[src/rtl/apnm_pkg.sv]
// Shared types and constants for the amplitude pair noise mixer.
// No dependencies; every other RTL file except apnm_ram imports it.
`default_nettype none
package apnm_pkg;

  localparam int MAX_QUBITS = 10;
  localparam int AMP_WIDTH  = 16;
  localparam int DEPTH      = 1 << MAX_QUBITS;
  localparam int ADDR_W     = MAX_QUBITS;
  localparam int WORD_W     = 2 * AMP_WIDTH;
  localparam int NOISE_W    = 17;
  localparam int QCNT_W     = 4;
  localparam int TGT_W      = 4;
  localparam int CFG_IDX_W  = 2;
  localparam int POW_W      = 2 * AMP_WIDTH;
  localparam int ACC_W      = POW_W + NOISE_W;
  localparam int MAG_W      = AMP_WIDTH + 1;

  localparam logic [NOISE_W-1:0]   NOISE_ONE = NOISE_W'(65536);
  localparam logic [CFG_IDX_W-1:0] CFG_NOISE = CFG_IDX_W'(0);
  localparam logic [CFG_IDX_W-1:0] CFG_QCNT  = CFG_IDX_W'(1);

  typedef enum logic [1:0] {
    OP_WRITE     = 2'd0,
    OP_APPLY_ONE = 2'd1,
    OP_APPLY_ALL = 2'd2,
    OP_READ      = 2'd3
  } apnm_op_e;

  typedef enum logic [3:0] {
    ST_IDLE, ST_RDWAIT, ST_RDA, ST_RDB, ST_CAPB, ST_MULA, ST_MULB,
    ST_SQINIT, ST_SQRT, ST_WR, ST_RESP
  } apnm_state_e;

  typedef enum logic [2:0] {
    RAM_NONE, RAM_HOST_WR, RAM_HOST_RD, RAM_RD_I, RAM_RD_J, RAM_WR_RES
  } apnm_ram_e;

  typedef enum logic [1:0] {
    OUT_ZERO, OUT_READ, OUT_ERR
  } apnm_out_e;

  typedef struct packed {
    apnm_ram_e ram;
    logic      tgt_load;
    logic      tgt_zero;
    logic      tgt_inc;
    logic      pair_clr;
    logic      pair_inc;
    logic      sel_clr;
    logic      sel_set;
    logic      cap_a;
    logic      cap_b;
    logic      cap_rd;
    logic      mul_a;
    logic      mul_b;
    logic      sq_init;
    logic      sq_step;
    logic      out_load;
    apnm_out_e out_kind;
  } apnm_cmd_t;

  typedef struct packed {
    apnm_op_e op;
    logic     tgt_bad;
    logic     all_skip;
    logic     sel;
    logic     pair_last;
    logic     tgt_last;
    logic     sq_last;
    logic     out_free;
  } apnm_stat_t;

endpackage
`default_nettype wire

[src/rtl/apnm_ctrl.sv]
// Sequencer for the mixer: item intake, pair walk, result hand-off.
// Depends on apnm_pkg; drives apnm_dp through command and status structs.
`default_nettype none
module apnm_ctrl (
  input  wire logic                 clk_i,
  input  wire logic                 rst_ni,
  input  wire logic                 in_valid_i,
  output logic                      in_ready_o,
  input  wire apnm_pkg::apnm_stat_t st_i,
  output apnm_pkg::apnm_cmd_t       cmd_o
);
  import apnm_pkg::*;

  apnm_state_e state_q, state_d;
  apnm_out_e   kind_q, kind_d;
  logic        all_q, all_d;

  always_ff @(posedge clk_i or negedge rst_ni) begin
    if (!rst_ni) begin
      state_q <= ST_IDLE;
      kind_q  <= OUT_ZERO;
      all_q   <= 1'b0;
    end else begin
      state_q <= state_d;
      kind_q  <= kind_d;
      all_q   <= all_d;
    end
  end

  // next state and commands
  always_comb begin
    state_d      = state_q;
    kind_d       = kind_q;
    all_d        = all_q;
    in_ready_o   = 1'b0;
    cmd_o        = '0;
    cmd_o.ram    = RAM_NONE;
    cmd_o.out_kind = kind_q;
    unique case (state_q)
      ST_IDLE: begin
        in_ready_o = 1'b1;
        if (in_valid_i) begin
          unique case (st_i.op)
            OP_WRITE: begin
              cmd_o.ram = RAM_HOST_WR;
              kind_d    = OUT_ZERO;
              state_d   = ST_RESP;
            end
            OP_READ: begin
              cmd_o.ram = RAM_HOST_RD;
              kind_d    = OUT_READ;
              state_d   = ST_RDWAIT;
            end
            OP_APPLY_ONE: begin
              if (st_i.tgt_bad) begin
                kind_d  = OUT_ERR;
                state_d = ST_RESP;
              end else begin
                cmd_o.tgt_load = 1'b1;
                cmd_o.pair_clr = 1'b1;
                kind_d  = OUT_ZERO;
                all_d   = 1'b0;
                state_d = ST_RDA;
              end
            end
            OP_APPLY_ALL: begin
              kind_d = OUT_ZERO;
              if (st_i.all_skip) begin
                state_d = ST_RESP;
              end else begin
                cmd_o.tgt_zero = 1'b1;
                cmd_o.pair_clr = 1'b1;
                all_d   = 1'b1;
                state_d = ST_RDA;
              end
            end
            default: state_d = ST_IDLE;
          endcase
        end
      end
      ST_RDWAIT: begin
        cmd_o.cap_rd = 1'b1;
        state_d = ST_RESP;
      end
      ST_RDA: begin
        cmd_o.ram = RAM_RD_I;
        state_d = ST_RDB;
      end
      ST_RDB: begin
        cmd_o.ram   = RAM_RD_J;
        cmd_o.cap_a = 1'b1;
        state_d = ST_CAPB;
      end
      ST_CAPB: begin
        cmd_o.cap_b   = 1'b1;
        cmd_o.sel_clr = 1'b1;
        state_d = ST_MULA;
      end
      ST_MULA: begin
        cmd_o.mul_a = 1'b1;
        state_d = ST_MULB;
      end
      ST_MULB: begin
        cmd_o.mul_b = 1'b1;
        state_d = ST_SQINIT;
      end
      ST_SQINIT: begin
        cmd_o.sq_init = 1'b1;
        state_d = ST_SQRT;
      end
      ST_SQRT: begin
        cmd_o.sq_step = 1'b1;
        if (st_i.sq_last) state_d = ST_WR;
      end
      ST_WR: begin
        cmd_o.ram = RAM_WR_RES;
        priority if (!st_i.sel) begin
          cmd_o.sel_set = 1'b1;
          state_d = ST_MULA;
        end else if (!st_i.pair_last) begin
          cmd_o.pair_inc = 1'b1;
          state_d = ST_RDA;
        end else if (all_q && !st_i.tgt_last) begin
          cmd_o.tgt_inc  = 1'b1;
          cmd_o.pair_clr = 1'b1;
          state_d = ST_RDA;
        end else begin
          state_d = ST_RESP;
        end
      end
      ST_RESP: begin
        if (st_i.out_free) begin
          cmd_o.out_load = 1'b1;
          state_d = ST_IDLE;
        end
      end
      default: state_d = ST_IDLE;
    endcase
  end
endmodule
`default_nettype wire

[config.mk]
export PLATFORM = sky130hd
export DESIGN_NAME = apnm_ctrl
export DESIGN_NICKNAME = d
export VERILOG_FILES = /design/src/rtl/apnm_pkg.sv /design/src/rtl/apnm_ctrl.sv
export SDC_FILE = /design/constraint.sdc
export NUM_CORES = 1
export LEC_CHECK = 0
export BUFFER_PORTS_ARGS = -buffer_cell sky130_fd_sc_hd__buf_2
export CORE_UTILIZATION = 41
export DETAILED_ROUTE_END_ITERATION = 8
export MAX_ROUTING_LAYER = met4
export PLACE_DENSITY = 0.78
export SETUP_SLACK_MARGIN = 0.05
export SLEW_MARGIN = 40
export SYNTH_ARGS = -nofsm -noshare
export SYNTH_HDL_FRONTEND = slang
export SYNTH_SLANG_ARGS = --single-unit
[constraint.sdc]
create_clock -name clk_i -period 1.8 [get_ports clk_i]
set_clock_uncertainty 0.15 [all_clocks]
set_input_delay 0.18 -clock clk_i [delete_from_list [all_inputs] [get_ports clk_i]]
set_output_delay 0.18 -clock clk_i [all_outputs]
set_load 0.005 [all_outputs]
==> impl_results.md <==
- Outcome: complete, but fails checks
- Violated checks: DRC, setup timing
- Reg clk slew, reported paths: 50 ps
- EDFF count, synth: 0
- Routed len/inst: 15.0 um
- Starting Density: 46.1%
- Critical Path Max Stage Delay: 560 ps
- CTS buffer count: 3
- Final hold violations: 0
- Antenna cells: 0
- Maximum number of pins on one net before global-route repair: 18
- Die ar.: 1950 um2
- Syn Std Cell Area: 727 um2
- Ys Warns: 0
- Library cells used by synthesis: 33
- Pleak: 0.609 nW
- VDD IR-drop max: 865 uV
- Critical path fanouts, max: 4
- Final period util: 103%
- Die X: 44.1 um
- Net Count, Synth: 115
- Die Ht: 44.1 um
- GPL Wtd Cong: 0.853
- Final worst setup slack: -62.9 ps
- Dpl hpwl: 1460 um
- Avg Cell Area, Syn: 7.49 um2
- Fmax: 537 MHz
- Num ports: 33
- CTS tree: built
- Top cell type's share of synthesized area: 24.1%
- MaxCap Viol Count: 0
- Synth Flop Type: dfrtp_1
- Drt pass-1 iters: 6
- CP Class: flip-flop to output pin
- P&R area growth vs syn: 57.1%
- Worst EP required: 1470 ps
- Post-Route WL: 2380 um
- Port buffer count: 32
- Tot Pwr: 1.63 mW
- # placed instances: 145
- Initial antenna violation count: 0
- Area contributors post-synth: dfrtp_1 24%, ha_1 10%, nor3_1 6.2%
- Clock root buffer: clkbuf_4
- H-tree levels: 1
- Worst-Margin Slew: 326 ps
- Synthesized instance count: 97
- ANT nets after route: 0
- Share of post-route cells with drive strength above 1: 50.3%
- Core ar.: 1580 um2
- Clock latency at the later pin of the worst-skew pair: 250 ps
- # DRC: 1
- Setup repair after global routing missed its margin: yes
- Via count: 928
- Number of fill cells: 122
- # setup viols final: 4
- Pins Over Slew Limit: 0
- Worst Setup End Kind: output pin
- Vias per cell: 5.84
- #FFs+latches synth: 7
- CTS Buffer Depth: 2
- CP startpoint kind: flip-flop
- Number of global-route vias before repair: 765
- Fraction of registers with async set/reset: 100%
- Yosys top cell by area: dfrtp_1
- Slew HR: 78.1%
- Tmin final: 1860 ps
- R2R Setup Slk: -30 ps
- 1st-iter DRT viols: 25
- HP Class: primary input to flip-flop
- Number of nets in the layout: 162
- Total power per unit cell area: 1430 nW/um2
- Slowest CP cell: or4_4
- Critical Path AT: 1530 ps
- CP cell instances: or4_4, clkinv_4, nand2_4, o22ai_2, buf_2
- Row Count: 14
- Register area share after synthesis: 24.1%
- GRT overflow: 0
- First-pass GRT wire length: 3130 um
- Non-Filler Instances: 159
- CTS Sinks: 7
- Total GRT Usage: 22.3%
## cells in the final DEF (no fill, tap or decap), drive strengths merged, types with 3 or more instances in the layout
cell type and n:
clkbuf 4, a21oi 4, nand2 9, and3 5, o21ai 7, dfrtp 7, buf 47, nor2 8
ha 6, nor4 3, nor3 9, nand2b 4, inv 6
## worst paths after layout
check | start | end | depth (start not counted)
setup / recovery | state_q[0] | cmd_o[13] | 5
hold / removal | st_i[0] | state_q[1] | 2
setup reg to reg | state_q[0] | all_q | 6
hold reg to reg | kind_q[1] | kind_q[1] | 2
max in group asynchronous | rst_ni | state_q[3] | 2
min in group asynchronous | rst_ni | kind_q[1] | 2
## layout make-up
class	instances	area, um2	share of cell area [%]
multi-input cells	76	591	51.7
repair buffers	48	292	25.5
flip-flops and latches	7	175	15.3
inverters	8	38.8	3.40
clock buffers	4	26.3	2.30
well taps	16	20.0	1.75
## critical path, delay by kind of cell, from the launching register on
family / cells / cell delay, ps
and+or+nand+nor: 2 / 610
buffers and inverters: 2 / 210
DFF: 1 / 380
AOI/OAI and AO/OA: 1 / 90
## routing by layer
layer | vias up | global-route usage, % | routed length, um
met4 | 0 | 7.27 | 53
met3 | 7 | 5.31 | 182
li1 | 432 | - | -
met2 | 57 | 41.8 | 1250
met1 | 432 | 22.5 | 896
met5 | - | - | 0
## kinds of logic (layout without fill, tap and decap cells)
logic type | count (synthesis) | after routing | share of synthesized area [%]
xor+xnor | 2 | 2 | 2.41
fa+ha+maj | 6 | 6 | 10.3
compound gates | 22 | 22 | 19.1
flops | 7 | 7 | 24.1
mux | 2 | 2 | 3.10
simple gates | 44 | 44 | 32.0
buf+inv | 14 | 60 | 8.95
## state kept, by name (all words and copies together) (netlist names)
name,flops
all_q,1
kind_q,2
state_q,4
## stage by stage
| stage | hold slack [ps] | util (%) | setup TNS, ps | setup slack (ps) | cell area [um2] |
|---|---|---|---|---|---|
| after floorplan | -266 | - | 0 | 61.7 | 731 |
| after global placement | -136 | 58.5 | 0 | 103 | 922 |
| after detailed placement | -133 | 58.5 | 0 | 75.0 | 922 |
| after CTS | 31.4 | 63.2 | -168 | -50.8 | 996 |
| after global routing | 9.10 | 72.5 | -569 | -109 | 1140 |
| final | 29.2 | 72.5 | -196 | -62.9 | 1140 |
## repair_timing
item                                   CTS  global route
setup endpoints to repair                7            17
gates cloned                             0             1
buffers inserted                         2             7
hold buffers                             1             0
pin swaps                                2             7
endpoints found under the hold margin    7             0
gates resized for setup                  4            21
## power breakdown
part | switching, mW | internal (mW)
Clock | 0.0577 | 0.0845
Sequential | 0.0407 | 0.218
Combinational | 0.655 | 0.573
## synth_stat cells (all sizes together), types with 2 or more instances
library cell,n
nand2,9
nor3,9
nor2,8
dfrtp,7
inv,7
o21ai,7
ha,6
and3,5
a21oi,4
buf,4
nand2b,4
nor4,3
a31oi,2
clkbuf,2
mux2,2
nor2b,2
o22ai,2
or3,2
No activity file was read; power rests on OpenSTA's default activity.
